## src/sv/satlb_pkg.sv

```systemverilog
// Shared types and constants of the set-associative translation buffer.
// No dependencies.
package satlb_pkg;

   localparam int unsigned CMD_W   = 2;
   localparam int unsigned VADDR_W = 48;
   localparam int unsigned FRAME_W = 36;
   localparam int unsigned TAG_W   = 32;
   localparam int unsigned PADDR_W = 48;
   localparam int unsigned RANK_W  = 3;

   localparam logic [CMD_W-1:0] CMD_TRANSLATE = 2'd0;
   localparam logic [CMD_W-1:0] CMD_PEEK      = 2'd1;
   localparam logic [CMD_W-1:0] CMD_CLEAR     = 2'd2;

   typedef struct packed {
      logic [CMD_W-1:0]   command;
      logic [VADDR_W-1:0] vaddr;
      logic [FRAME_W-1:0] walk_frame;
      logic               walk_fault;
   } req_type;

   typedef struct packed {
      logic               hit;
      logic               fault;
      logic [PADDR_W-1:0] paddr;
      logic [RANK_W-1:0]  lru_rank;
   } rsp_type;

   typedef struct packed {
      logic               hit;
      logic               fault;
      logic               wr_en;
      logic               pa_en;
      logic [FRAME_W-1:0] frame;
      logic [RANK_W-1:0]  rank;
   } upd_result_type;

endpackage

```

## src/sv/satlb_chan_if.sv

```systemverilog
// Valid/ready channel carrying one payload per request.
// Payload type is given by the instantiating scope (see satlb_pkg).
interface satlb_chan_if #(
   parameter type payload_type = logic
) ();
   logic        valid;
   logic        ready;
   payload_type data;

   modport source (output valid, output data, input ready);
   modport sink   (input valid, input data, output ready);
endinterface

```

## src/sv/set_assoc_tlb_lru_unit.sv

```systemverilog
// Top level of the set-associative translation buffer with exact LRU ages.
// Depends on satlb_pkg, satlb_chan_if, satlb_ram, satlb_index_split, satlb_set_update.
//
//   channel    dir   payload                                     handshake
//   req_chan   in    command, vaddr, walk_frame, walk_fault      valid/ready
//   rsp_chan   out   hit, fault, paddr, lru_rank                 valid/ready
//
// Set index and tag: a bit split when SET_COUNT is a power of two; otherwise
//   a division in the index split (16 quotient bits a cycle).
// The set row is read from the RAM, updated and written back in the next cycle.
// Reset: all per-set live flags clear together; invalidate-all does the same.
// Stalls: a result waits in the output register while the next request is
//   accepted; its row read is issued once the output register is free.
module set_assoc_tlb_lru_unit #(
   parameter int unsigned PAGE_OFFSET_BITS = 12,
   parameter int unsigned SET_COUNT        = 16,
   parameter int unsigned WAY_COUNT        = 4,
   parameter int unsigned VADDR_BITS       = 48
) (
   input logic          clock,
   input logic          reset,
   satlb_chan_if.sink   req_chan,
   satlb_chan_if.source rsp_chan
);

   localparam int unsigned VA_W  = (VADDR_BITS < satlb_pkg::VADDR_W) ?
                                   VADDR_BITS : satlb_pkg::VADDR_W;
   localparam int unsigned VPN_W = VA_W - PAGE_OFFSET_BITS;
   localparam int unsigned SET_W = $clog2(SET_COUNT);
   localparam int unsigned AGE_W = $clog2(WAY_COUNT);
   localparam int unsigned ROW_W =
      WAY_COUNT * (1 + AGE_W + satlb_pkg::TAG_W + satlb_pkg::FRAME_W);
   localparam int unsigned PADDR_W = satlb_pkg::PADDR_W;

   localparam logic [1:0] ST_IDLE   = 2'd0;
   localparam logic [1:0] ST_SPLIT  = 2'd1;
   localparam logic [1:0] ST_UPDATE = 2'd2;

   logic [1:0]                state_ff, state_in;
   satlb_pkg::req_type        item_ff, item_in;
   logic                      out_valid_ff, out_valid_in;
   satlb_pkg::rsp_type        out_data_ff, out_data_in;
   logic [SET_COUNT-1:0]      row_live_ff, row_live_in;

   logic                        req_fire;
   logic                        rsp_fire;
   logic                        issue_rd;
   logic                        load;
   logic                        split_done;
   logic [SET_W-1:0]            split_set;
   logic [satlb_pkg::TAG_W-1:0] split_tag;
   logic [ROW_W-1:0]            rd_row;
   logic [ROW_W-1:0]            wr_row;
   satlb_pkg::upd_result_type   upd;
   logic [PADDR_W+satlb_pkg::FRAME_W+PAGE_OFFSET_BITS-1:0] pa_ext;

   assign req_chan.ready = (state_ff == ST_IDLE);
   assign req_fire       = req_chan.valid && req_chan.ready;
   assign rsp_fire       = rsp_chan.valid && rsp_chan.ready;
   assign issue_rd       = (state_ff == ST_SPLIT) && split_done && (!out_valid_ff || rsp_fire);
   assign load           = (state_ff == ST_UPDATE);

   satlb_index_split #(
      .VPN_W     (VPN_W),
      .SET_COUNT (SET_COUNT)
   ) u_split (
      .clock   (clock),
      .reset   (reset),
      .start   (req_fire),
      .vpn     (req_chan.data.vaddr[VA_W-1:PAGE_OFFSET_BITS]),
      .done    (split_done),
      .set_idx (split_set),
      .tag     (split_tag)
   );

   satlb_ram #(
      .WIDTH (ROW_W),
      .DEPTH (SET_COUNT)
   ) u_row_ram (
      .clock   (clock),
      .wr_en   (load && upd.wr_en),
      .wr_addr (split_set),
      .wr_data (wr_row),
      .rd_en   (issue_rd),
      .rd_addr (split_set),
      .rd_data (rd_row)
   );

   satlb_set_update #(
      .WAY_COUNT (WAY_COUNT)
   ) u_update (
      .cmd        (item_ff.command),
      .tag        (split_tag),
      .walk_frame (item_ff.walk_frame),
      .walk_fault (item_ff.walk_fault),
      .row_live   (row_live_ff[split_set]),
      .rd_row     (rd_row),
      .wr_row     (wr_row),
      .result     (upd)
   );

   always_comb begin
      state_in = state_ff;
      case (state_ff)
         ST_IDLE: begin
            if (req_fire) begin
               state_in = ST_SPLIT;
            end
         end
         ST_SPLIT: begin
            if (issue_rd) begin
               state_in = ST_UPDATE;
            end
         end
         ST_UPDATE: begin
            state_in = ST_IDLE;
         end
         default: begin
            state_in = ST_IDLE;
         end
      endcase
   end

   assign item_in = req_fire ? req_chan.data : item_ff;
   assign pa_ext  = {{PADDR_W{1'b0}}, upd.frame, item_ff.vaddr[PAGE_OFFSET_BITS-1:0]};

   always_comb begin
      out_data_in          = out_data_ff;
      out_data_in.hit      = upd.hit;
      out_data_in.fault    = upd.fault;
      out_data_in.paddr    = upd.pa_en ? pa_ext[PADDR_W-1:0] : '0;
      out_data_in.lru_rank = upd.rank;
      if (!load) begin
         out_data_in = out_data_ff;
      end
   end

   assign out_valid_in = load ? 1'b1 : (rsp_fire ? 1'b0 : out_valid_ff);

   always_comb begin
      row_live_in = row_live_ff;
      if (load) begin
         if (item_ff.command == satlb_pkg::CMD_CLEAR) begin
            row_live_in = '0;
         end else if (upd.wr_en) begin
            row_live_in[split_set] = 1'b1;
         end
      end
   end

   always_ff @(posedge clock) begin
      if (reset) begin
         state_ff     <= ST_IDLE;
         out_valid_ff <= 1'b0;
         row_live_ff  <= '0;
      end else begin
         state_ff     <= state_in;
         out_valid_ff <= out_valid_in;
         row_live_ff  <= row_live_in;
      end
      item_ff     <= item_in;
      out_data_ff <= out_data_in;
   end

   assign rsp_chan.valid = out_valid_ff;
   assign rsp_chan.data  = out_data_ff;

endmodule

```

## src/sv/satlb_ram.sv

```systemverilog
// Generic single-write, single-read RAM with registered read data.
// No dependencies.
module satlb_ram #(
   parameter int unsigned WIDTH = 8,
   parameter int unsigned DEPTH = 16,
   localparam int unsigned ADDR_W = $clog2(DEPTH)
) (
   input  logic              clock,
   input  logic              wr_en,
   input  logic [ADDR_W-1:0] wr_addr,
   input  logic [WIDTH-1:0]  wr_data,
   input  logic              rd_en,
   input  logic [ADDR_W-1:0] rd_addr,
   output logic [WIDTH-1:0]  rd_data
);

   logic [WIDTH-1:0] mem_ff [DEPTH];
   logic [WIDTH-1:0] rd_data_ff;

   always_ff @(posedge clock) begin
      if (wr_en) begin
         mem_ff[wr_addr] <= wr_data;
      end
      if (rd_en) begin
         rd_data_ff <= mem_ff[rd_addr];
      end
   end

   assign rd_data = rd_data_ff;

endmodule

```

## src/sv/satlb_index_split.sv

```systemverilog
// Splits a virtual page number into set index (remainder) and tag (quotient).
// Power-of-two set counts split by bit selection; others take one 16-bit quotient digit
// a cycle by reciprocal multiplication. Depends on satlb_pkg.
module satlb_index_split #(
   parameter int unsigned VPN_W     = 36,
   parameter int unsigned SET_COUNT = 16,
   localparam int unsigned SET_W = $clog2(SET_COUNT)
) (
   input  logic                        clock,
   input  logic                        reset,
   input  logic                        start,
   input  logic [VPN_W-1:0]            vpn,
   output logic                        done,
   output logic [SET_W-1:0]            set_idx,
   output logic [satlb_pkg::TAG_W-1:0] tag
);

   localparam int unsigned TAG_W   = satlb_pkg::TAG_W;
   localparam bit          IS_POW2 = (SET_COUNT == (1 << SET_W));

   logic             done_ff;
   logic [SET_W-1:0] set_ff;
   logic [TAG_W-1:0] tag_ff;

   if (IS_POW2) begin : g_pow2
      logic [VPN_W+TAG_W-1:0] vpn_ext;

      assign vpn_ext = {{TAG_W{1'b0}}, vpn};

      always_ff @(posedge clock) begin
         if (reset) begin
            done_ff <= 1'b0;
         end else if (start) begin
            done_ff <= 1'b1;
         end
         if (start) begin
            set_ff <= vpn[SET_W-1:0];
            tag_ff <= vpn_ext[SET_W +: TAG_W];
         end
      end
   end else begin : g_div
      localparam int unsigned STEP  = 16;
      localparam int unsigned ITERS = (VPN_W + STEP - 1) / STEP;
      localparam int unsigned DIV_W = ITERS * STEP;
      localparam int unsigned CNT_W = $clog2(ITERS + 1);
      localparam int unsigned X_W   = SET_W + STEP;
      localparam int unsigned SHIFT = X_W + SET_W;
      localparam int unsigned RCP_W = X_W + 1;
      localparam int unsigned PRD_W = X_W + RCP_W;
      localparam longint unsigned RCP_VAL =
         ((64'd1 << SHIFT) + 64'(SET_COUNT) - 64'd1) / 64'(SET_COUNT);
      localparam logic [RCP_W-1:0] RECIP   = RCP_W'(RCP_VAL);
      localparam logic [SET_W:0]   DIVISOR = (SET_W + 1)'(SET_COUNT);

      logic [DIV_W-1:0] dividend_ff;
      logic [CNT_W-1:0] count_ff;
      logic [X_W-1:0]   x_val;
      logic [PRD_W-1:0] prod;
      logic [STEP-1:0]  q_digit;
      logic [X_W-1:0]   q_times_d;
      logic [X_W-1:0]   r_full;
      logic [SET_W-1:0] rem_in;
      logic [TAG_W-1:0] quo_in;
      logic [DIV_W-1:0] dividend_in;

      // one digit a cycle, MSB first; exact for x below SET_COUNT << STEP
      assign x_val       = {set_ff, dividend_ff[DIV_W-1 -: STEP]};
      assign prod        = PRD_W'(x_val) * PRD_W'(RECIP);
      assign q_digit     = prod[SHIFT +: STEP];
      assign q_times_d   = X_W'(q_digit) * X_W'(DIVISOR);
      assign r_full      = x_val - q_times_d;
      assign rem_in      = r_full[SET_W-1:0];
      assign quo_in      = {tag_ff[TAG_W-STEP-1:0], q_digit};
      assign dividend_in = dividend_ff << STEP;

      always_ff @(posedge clock) begin
         if (reset) begin
            done_ff  <= 1'b0;
            count_ff <= '0;
         end else if (start) begin
            done_ff  <= 1'b0;
            count_ff <= CNT_W'(ITERS);
         end else if (count_ff != '0) begin
            count_ff <= count_ff - CNT_W'(1);
            if (count_ff == CNT_W'(1)) begin
               done_ff <= 1'b1;
            end
         end
         if (start) begin
            dividend_ff <= DIV_W'(vpn);
            set_ff      <= '0;
            tag_ff      <= '0;
         end else if (count_ff != '0) begin
            dividend_ff <= dividend_in;
            set_ff      <= rem_in;
            tag_ff      <= quo_in;
         end
      end
   end

   assign done    = done_ff;
   assign set_idx = set_ff;
   assign tag     = tag_ff;

endmodule

```

## src/sv/satlb_set_update.sv

```systemverilog
// Per-set lookup and read-modify-write of one row (all ways of a set).
// Tag compare, LRU promote, victim choice and fill. Depends on satlb_pkg.
module satlb_set_update #(
   parameter int unsigned WAY_COUNT = 4,
   localparam int unsigned AGE_W = $clog2(WAY_COUNT),
   localparam int unsigned ROW_W =
      WAY_COUNT * (1 + AGE_W + satlb_pkg::TAG_W + satlb_pkg::FRAME_W)
) (
   input  logic [satlb_pkg::CMD_W-1:0]   cmd,
   input  logic [satlb_pkg::TAG_W-1:0]   tag,
   input  logic [satlb_pkg::FRAME_W-1:0] walk_frame,
   input  logic                          walk_fault,
   input  logic                          row_live,
   input  logic [ROW_W-1:0]              rd_row,
   output logic [ROW_W-1:0]              wr_row,
   output satlb_pkg::upd_result_type     result
);

   localparam int unsigned RANK_W = satlb_pkg::RANK_W;
   localparam logic [AGE_W-1:0] AGE_TOP = AGE_W'(WAY_COUNT - 1);

   typedef struct packed {
      logic                          valid;
      logic [AGE_W-1:0]              age;
      logic [satlb_pkg::TAG_W-1:0]   tag;
      logic [satlb_pkg::FRAME_W-1:0] frame;
   } way_type;

   way_type [WAY_COUNT-1:0] cur;
   way_type [WAY_COUNT-1:0] nxt;
   logic    [WAY_COUNT-1:0] way_v;
   logic    [WAY_COUNT-1:0] match;
   logic                    hit;
   logic    [AGE_W-1:0]     hit_way;
   logic    [AGE_W-1:0]     hit_age;
   logic                    any_free;
   logic    [AGE_W-1:0]     free_way;
   logic    [AGE_W-1:0]     oldest_way;
   logic    [AGE_W-1:0]     victim;
   logic    [RANK_W:0]      rank_wide;

   assign cur = rd_row;

   always_comb begin
      for (int w = 0; w < WAY_COUNT; w++) begin
         way_v[w] = row_live && cur[w].valid;
         match[w] = way_v[w] && (cur[w].tag == tag);
      end
   end

   // lowest-numbered match / free way wins
   always_comb begin
      hit      = 1'b0;
      hit_way  = '0;
      any_free = 1'b0;
      free_way = '0;
      for (int w = WAY_COUNT - 1; w >= 0; w--) begin
         if (match[w]) begin
            hit     = 1'b1;
            hit_way = AGE_W'(w);
         end
         if (!way_v[w]) begin
            any_free = 1'b1;
            free_way = AGE_W'(w);
         end
      end
   end

   always_comb begin
      oldest_way = '0;
      for (int w = 1; w < WAY_COUNT; w++) begin
         if (cur[w].age > cur[oldest_way].age) begin
            oldest_way = AGE_W'(w);
         end
      end
   end

   assign victim    = any_free ? free_way : oldest_way;
   assign hit_age   = cur[hit_way].age;
   assign rank_wide = (RANK_W + 1)'(hit_age) + (RANK_W + 1)'(1);

   always_comb begin
      nxt    = cur;
      result = '0;
      for (int w = 0; w < WAY_COUNT; w++) begin
         nxt[w].valid = way_v[w];
      end
      case (cmd)
         satlb_pkg::CMD_TRANSLATE: begin
            if (hit) begin
               result.hit   = 1'b1;
               result.wr_en = 1'b1;
               result.pa_en = 1'b1;
               result.frame = cur[hit_way].frame;
               for (int w = 0; w < WAY_COUNT; w++) begin
                  if (way_v[w] && (cur[w].age < hit_age)) begin
                     nxt[w].age = cur[w].age + 1'b1;
                  end
               end
               nxt[hit_way].age = '0;
            end else if (walk_fault) begin
               result.fault = 1'b1;
            end else begin
               result.wr_en = 1'b1;
               result.pa_en = 1'b1;
               result.frame = walk_frame;
               for (int w = 0; w < WAY_COUNT; w++) begin
                  if (way_v[w] && (AGE_W'(w) != victim) && (cur[w].age < AGE_TOP)) begin
                     nxt[w].age = cur[w].age + 1'b1;
                  end
               end
               nxt[victim].valid = 1'b1;
               nxt[victim].age   = '0;
               nxt[victim].tag   = tag;
               nxt[victim].frame = walk_frame;
            end
         end
         satlb_pkg::CMD_PEEK: begin
            if (hit) begin
               result.hit  = 1'b1;
               result.rank = rank_wide[RANK_W-1:0];
            end
         end
         default: begin
         end
      endcase
   end

   assign wr_row = nxt;

endmodule

```

## src/flat_wrapper.sv

```systemverilog
// flat-port wrapper written by rule: the top's interface ports become plain ports
module set_assoc_tlb_lru_unit_flat 
#(
   parameter int unsigned PAGE_OFFSET_BITS = 12,
   parameter int unsigned SET_COUNT        = 16,
   parameter int unsigned WAY_COUNT        = 4,
   parameter int unsigned VADDR_BITS       = 48
)
  (clock, reset, req_chan_valid, req_chan_data, req_chan_ready, rsp_chan_valid, rsp_chan_data, rsp_chan_ready);
  satlb_chan_if #(.payload_type(satlb_pkg::req_type)) req_chan_i ();
  satlb_chan_if #(.payload_type(satlb_pkg::rsp_type)) rsp_chan_i ();
  input logic clock;
  input logic reset;
  input wire logic [$bits(req_chan_i.valid)-1:0] req_chan_valid;
  input wire logic [$bits(req_chan_i.data)-1:0] req_chan_data;
  output wire logic [$bits(req_chan_i.ready)-1:0] req_chan_ready;
  output wire logic [$bits(rsp_chan_i.valid)-1:0] rsp_chan_valid;
  output wire logic [$bits(rsp_chan_i.data)-1:0] rsp_chan_data;
  input wire logic [$bits(rsp_chan_i.ready)-1:0] rsp_chan_ready;
  assign req_chan_i.valid = req_chan_valid;
  assign req_chan_i.data = req_chan_data;
  assign req_chan_ready = req_chan_i.ready;
  assign rsp_chan_valid = rsp_chan_i.valid;
  assign rsp_chan_data = rsp_chan_i.data;
  assign rsp_chan_i.ready = rsp_chan_ready;
  set_assoc_tlb_lru_unit #(.PAGE_OFFSET_BITS(PAGE_OFFSET_BITS), .SET_COUNT(SET_COUNT), .WAY_COUNT(WAY_COUNT), .VADDR_BITS(VADDR_BITS)) u_core (.clock(clock), .reset(reset), .req_chan(req_chan_i), .rsp_chan(rsp_chan_i));
endmodule
```

## config.mk

```make
export PLATFORM = sky130hd
export DESIGN_NAME = set_assoc_tlb_lru_unit_flat
export DESIGN_NICKNAME = d
export VERILOG_FILES = /design/src/sv/satlb_pkg.sv /design/src/sv/satlb_chan_if.sv /design/src/sv/set_assoc_tlb_lru_unit.sv /design/src/sv/satlb_ram.sv /design/src/sv/satlb_index_split.sv /design/src/sv/satlb_set_update.sv /design/src/flat_wrapper.sv
export SDC_FILE = /design/constraint.sdc
export NUM_CORES = 2
export LEC_CHECK = 0
export BUFFER_PORTS_ARGS = -buffer_cell sky130_fd_sc_hd__buf_2
export CAP_MARGIN = 10
export CORE_MARGIN = 3
export CORE_UTILIZATION = 30
export DETAILED_ROUTE_END_ITERATION = 16
export PLACE_DENSITY = 0.53
export RECOVER_POWER = 25
export SYNTH_ARGS = -nofsm -noshare
export SYNTH_HDL_FRONTEND = slang
export SYNTH_MEMORY_MAX_BITS = 65536
export SYNTH_SLANG_ARGS = --single-unit
```

## constraint.sdc

```tcl
create_clock -name clock -period 35.5 [get_ports clock]
set_input_delay 3.55 -clock clock [delete_from_list [all_inputs] [get_ports clock]]
set_output_delay 3.55 -clock clock [all_outputs]
set_load 0.02 [all_outputs]
```

# Word-level counts from Yosys, hierarchy flattened
# Memories as Yosys holds them, arrays and structs flattened. A register that Yosys moved wholly into a read port is not among the register bits.
# Cells that the tools add are included.
# W data, S select, Z words.
[classes] add_sub_neg=5 n_lt_le_gt_ge=19 eq_ne=13 n_mux=90 bitwise=2 reduce_logical=41
[op_table] op="$bwmux W284" count=5
[op_table] op="$mux W284" count=3
[op_table] op="$demux W71 S2" count=5
[op_table] op="$bmux W71 S2" count=3
[op_table] op="$mux W70" count=5
[op_table] op="$eq A32 B32 Y1" count=4
[op_table] op="$mux W38" count=3
[op_table] op="$mux W2" count=41
[op_table] op="$mux W71" count=1
[op_table] op="$mux W68" count=1
[op_table] op="$mux W36" count=1
[op_table] op="$mux W16" count=2
[op_table] op="$logic_and A1 B1 Y1" count=28
[op_table] op="$mux W1" count=17
[op_table] op="$or A16 B16 Y16" count=1
[op_table] op="$lt A2 B3 Y1 const B" count=4
[op_table] op="$add A2 B1 Y2 const B" count=4
[op_table] op="$lt A2 B2 Y1" count=4
[op_table] op="$lt A2 B2 Y1 const B" count=4
[op_table] op="$reduce_and A2 Y1" count=4
[op_table] op="$gt A2 B2 Y1" count=3
[op_table] op="$reduce_bool A2 Y1" count=3
[op_table] op="$lt A4 B5 Y1 const B" count=1
[op_table] op="$bmux W1 S4" count=1
[op_table] op="16 further kinds" count=22
[totals] regBits=160 ramBits=4544 mem_count=1
[memory_table] name="u_core.u_row_ram.mem_ff" depth=16 word_bits=284 read_ports=1 rd_clocked_by_memory_dff=1 wr=1 line_no="satlb_ram.sv:17" rtl="logic [WIDTH-1:0] mem_ff [DEPTH];"

# Depth between registers and ports, before layout
[logic_depth] word_depth=25 depth_mapped=21

# Cells and area by module
# From an unflattened synthesis, not the netlist that was laid out.
[unflattened] cells_unflattened=8740 area_unflattened_um2=192599.7
[by_module_without_submodules] mod="satlb_ram" instances=1 cells_each=7362 area_per_inst_um2=178800.2
[by_module_without_submodules] mod="satlb_set_update" instances=1 cells_each=1079 area_per_inst_um2=8134.1
[by_module_without_submodules] mod="set_assoc_tlb_lru_unit" instances=1 cells_each=261 area_per_inst_um2=4554.4
[by_module_without_submodules] mod="satlb_index_split" instances=1 cells_each=38 area_per_inst_um2=1111.1

# Worst setup path before layout
# No wires, ideal clock.
[synth_timing] kind="reg2reg" startpoint="register u_core.u_split.set_ff[0], in the netlist u_core.u_split.set_idx[0]" endpoint="memory u_core.u_row_ram.mem_ff[6][0] (netlist name), enable pin" setup_time_ps=936 t_arrival_ps=14501 path_slack_ps=20063 path_stages_with_launch=11 n_path_buf=2 cell_sequence="edfxtp_1 -> buf_4 -> mux2i_1 -> a221o_1 -> or3_1 -> a211o_1 -> buf_2 -> nand4_2 -> o21ai_1 -> or4_1 -> nor2_1"
[synth_between] elab_chain_cells=13 word_cells_on_any_way=19 cone_classes="mux (10); reduce/logical (9)"
[synth_lines] item="from (decl)" line_no="satlb_index_split.sv:22" rtl="logic [SET_W-1:0] set_ff;"
[synth_lines] item="from (signal assigned)" line_no="satlb_index_split.sv:37" rtl="set_ff <= vpn[SET_W-1:0];"
[synth_lines] item="$bmux W1 S4" line_no="set_assoc_tlb_lru_unit.sv:96" rtl=".row_live (row_live_ff[split_set]),"
[synth_lines] item="$mux W1 (not written as such)" line_no="set_assoc_tlb_lru_unit.sv:96"
[synth_lines] item="$logic_and A1 B1 Y1" line_no="satlb_set_update.sv:46" rtl="way_v[w] = row_live && cur[w].valid;"
[synth_lines] item="$logic_and A1 B1 Y1" line_no="satlb_set_update.sv:47" rtl="match[w] = way_v[w] && (cur[w].tag == tag);"
[synth_lines] item="$mux W1 (4 in series)" line_no="satlb_set_update.sv:58" rtl="if (match[w]) begin"
[synth_lines] item="$mux W38" line_no="satlb_set_update.sv:90" rtl="if (hit) begin"
[synth_lines] item="$mux W38" line_no="satlb_set_update.sv:88" rtl="case (cmd)"
[synth_lines] item="$logic_and A1 B1 Y1" line_no="set_assoc_tlb_lru_unit.sv:81" rtl=".wr_en (load && upd.wr_en),"
[synth_lines] item="$mux W1" line_no="satlb_ram.sv:21" rtl="if (wr_en) begin"
[synth_lines] item="$mux W1 (not written as such)" line_no="satlb_ram.sv:22" rtl="mem_ff[wr_addr] <= wr_data;"
[synth_lines] item="to (decl)" line_no="satlb_ram.sv:17"
# Parallel ways exist; a longest one is shown, timed or not. The select of a mux whose other input is x is not followed.

# Worst setup path after layout
[layout_timing] startpoint="register u_core.u_split.set_ff[2], in the netlist u_core.u_split.set_idx[2]" endpoint="memory u_core.u_row_ram.mem_ff[13][135] (netlist name), enable pin"
# The elaborated chain is that of the path after synthesis.

==> impl_metrics.json <==
{
  "fill_cells": 58140,
  "synth-seq-area-share_pct": 78.31,
  "port_buffers": 145,
  "io_pins": 146,
  "synth.largest_area_cell": "edfxtp_1",
  "slew_headroom_pct": -500.1,
  "wl_per_cell_um": 29.37,
  "synth.avg_cell_area_um2": 24.39,
  "htreeDepth": 5,
  "routed.top_layer": "met5",
  "setup_tns_ps": 0,
  "critPathBufInv": 7,
  "post_cts_buffers": 0,
  "nets": 8331,
  "cp_top_family": "buffers and inverters",
  "powerDensity_nw_per_um2": 55.98,
  "drive_gt1_share_pct": 28.98,
  "hold_class": "reg -> reg",
  "routed_via_density": 5.087,
  "ant_nets": 0,
  "cap_violations": 47,
  "path_clk_slew_ps": 60,
  "cts.sink_count": 4988,
  "core_region_area_um2": 633500,
  "tightestPinTransition_ps": 9001,
  "synth-async-reset-ratio_pct": 0,
  "route.met2.wl_mm": 248.2,
  "synth_commonest_cells": "4968 x edfxtp_1, 1420 x mux4_2, 310 x clkbuf_1, 196 x mux2_2, 96 x xor2_1",
  "routabilityCongestion": 0.7757,
  "rows": 292,
  "critical-path-max-stage-delay_ps": 6020,
  "setup_violations": 0,
  "numCtsBuffers": 478,
  "grt_pass1_vias": 90920,
  "criticalPathCategory": "reg -> reg",
  "fin_crit_sh_pct": 55.17,
  "timing.fmax_mhz": 51.06,
  "die-area_um2": 646300,
  "synth_cells": 7832,
  "clock_latency_ps": 1050,
  "crit_path_end_kind": "register",
  "cp_common_cell": "clkbuf_1",
  "hold_viol": 0,
  "cp.arrival_ps": 20230,
  "dp_hpwl_mm": 249.3,
  "violations": "max-capacitance violations, max-slew violations",
  "netlist_area_um2": 191000,
  "synth_cell_types": 68,
  "fin_util_pct": 34.41,
  "initial_utilization_pct": 30.15,
  "p_leak_nw": 65.62,
  "rsz0062_at_grt": "false",
  "synth_fp_nets": 7939,
  "cts_hold_buf": 0,
  "grt_pass1_wl_mm": 705.6,
  "drc": 0,
  "peakVddDrop_v": 0.00004037,
  "die_x_um": 804.0,
  "skew_ps": 60.04,
  "grt_overflow": 0,
  "clockBufferDepth": 4,
  "firstDrtPassIters": 6,
  "antenna_found_initial": 30,
  "cp_data_required_time_ps": 36150,
  "drt-initial-drc-count": 9581,
  "final_max_slew_viol_count": 1531,
  "cts.repair.resized": 0,
  "synth.area.top_cells": "edfxtp_1 78%, mux4_2 17%, mux2_2 1.2%",
  "synth_ff_type": "edfxtp_1",
  "slowest_stage": "clkbuf_1",
  "outcome": "complete, but fails checks",
  "synth_edf_count": 4968,
  "grt_max_degree": 150,
  "synth_seq_cells": 4988,
  "synth_most_common_cell": "edfxtp_1",
  "synth_top_area_share_pct": 78.10,
  "routed_wl_mm": 499.8,
  "cts_root_buffer": "clkbuf_16",
  "syn_to_final_growth_pct": 14.12,
  "cp_num_cells": 14,
  "ys_warn_count": 0,
  "hold-path-cell-count": 2,
  "r2r_cells": 14,
  "route.met3.wl_mm": 29.58,
  "grt_usage_pct": 15.08,
  "wl_met1_mm": 208.6,
  "vias": 86570,
  "cts_tree": "built",
  "fp.dieH_um": 804.0,
  "critPathLaunchType": "register",
  "path_cells": "clkbuf_1 -> inv_1 -> a221o_1 -> or3_1 -> a211oi_1 -> clkbuf_1 -> nor4_1 -> a21oi_1 -> clkbuf_1 -> nand4_1 -> nor2_1 -> clkbuf_1 -> buf_4 -> buf_4",
  "period_needed_ps": 19580,
  "finalPower_mw": 12.20,
  "cp_max_fo": 76
}
## metal layers
layer | up-vias | track usage [%]
met2 | 3059 | 25.64
li1 | 34720 | -
met4 | 4 | 3.921
met1 | 48070 | 20.41
met3 | 718 | 2.093
met5 | - | 0
## final timing paths
path / slack [ps] / to / start
worst max-delay path: 15920 / u_core.u_row_ram.mem_ff[13][135] / u_core.u_split.set_idx[2]
worst min-delay path: 470 / u_core.row_live_ff[13] / u_core.row_live_ff[13]
worst max register to register: 15920 / u_core.u_row_ram.mem_ff[13][135] / u_core.u_split.set_idx[2]
worst min register to register: 470 / u_core.row_live_ff[13] / u_core.row_live_ff[13]
## placed cells by master, fill, tap and decap left out, types with 26 or more instances in the layout
master and n:
a21oi_1 82, a22o_1 42, buf_2 48, buf_4 134
bufinv_16 61, clkbuf_1 230, clkbuf_16 490, clkinv_1 91
clkinv_2 101, edfxtp_1 4968, mux2_1 124, mux2_2 152
mux4_2 1420, nand2_1 26, nand3_1 77, nor2_1 40
nor4_1 28, o21ai_0 93, xnor2_1 32, xor2_1 96
## kinds of logic after synthesis
kind of cell	count (synthesis)	share of synthesized area, %
AO/OA/AOI/OAI	286	0.9511
XOR/XNOR	128	0.5869
adder cells (fa/ha/maj)	16	0.1048
buffers and inverters	448	0.9098
flip-flops	4988	78.31
multiplexers	1704	18.41
AND/OR/NAND/NOR	262	0.7290
## registers in the layout, indices dropped and copies added (netlist names)
register / count
u_core.state_ff: 2
u_core.u_row_ram.rd_data: 284
u_core.rsp_chan.data: 53
u_core.row_live_ff: 16
u_core.rsp_chan.valid: 1
u_core.u_split.tag: 32
u_core.u_row_ram.mem_ff: 4544
u_core.u_split.set_idx: 4
u_core.u_split.done: 1
u_core.item_ff: 51
## through the flow
step                cell area [µm²]  worst slack [ps]  cells  hold slack, ps
floorplan                    191000             20060   7832           419.4
global placement             202600             25620  16120           450.8
detailed placement           202600             25610  16120           444.2
CTS                          218400             25630  17010           462.4
global route                 218000             14700  17010           502.8
finish                       218000             15920  17020           465.7
## cell type report
class,instances,area [µm²],share of cell area (%)
timing repair buffer,343,2241,1.028
tap,8379,10480,4.809
sequential,4988,149600,68.62
antenna,9,22.52,0.01033
clock buffer,583,12610,5.785
multi-input combinational,2396,39800,18.26
clock inverter,303,3179,1.459
inverter,17,65.06,0.02985
## worst reg2reg max path, cell delays in order (launching register included)
cell and delay, ps:
edfxtp_1 320, clkbuf_1 6020, inv_1 1240, a221o_1 740, or3_1 460, a211oi_1 400, clkbuf_1 2510, nor4_1 440
a21oi_1 350, clkbuf_1 740, nand4_1 540, nor2_1 870, clkbuf_1 2670, buf_4 1100, buf_4 770
## where the power goes
| group | switching, mW | leakage (nW) | total [mW] | internal, mW |
|---|---|---|---|---|
| clock | 2.19 | 7.71 | 5.16 | 2.96 |
| sequential | 0.0367 | 44.9 | 6.53 | 6.49 |
| combinational | 0.285 | 13.0 | 0.514 | 0.229 |
No activity file was read; power rests on OpenSTA's default activity.
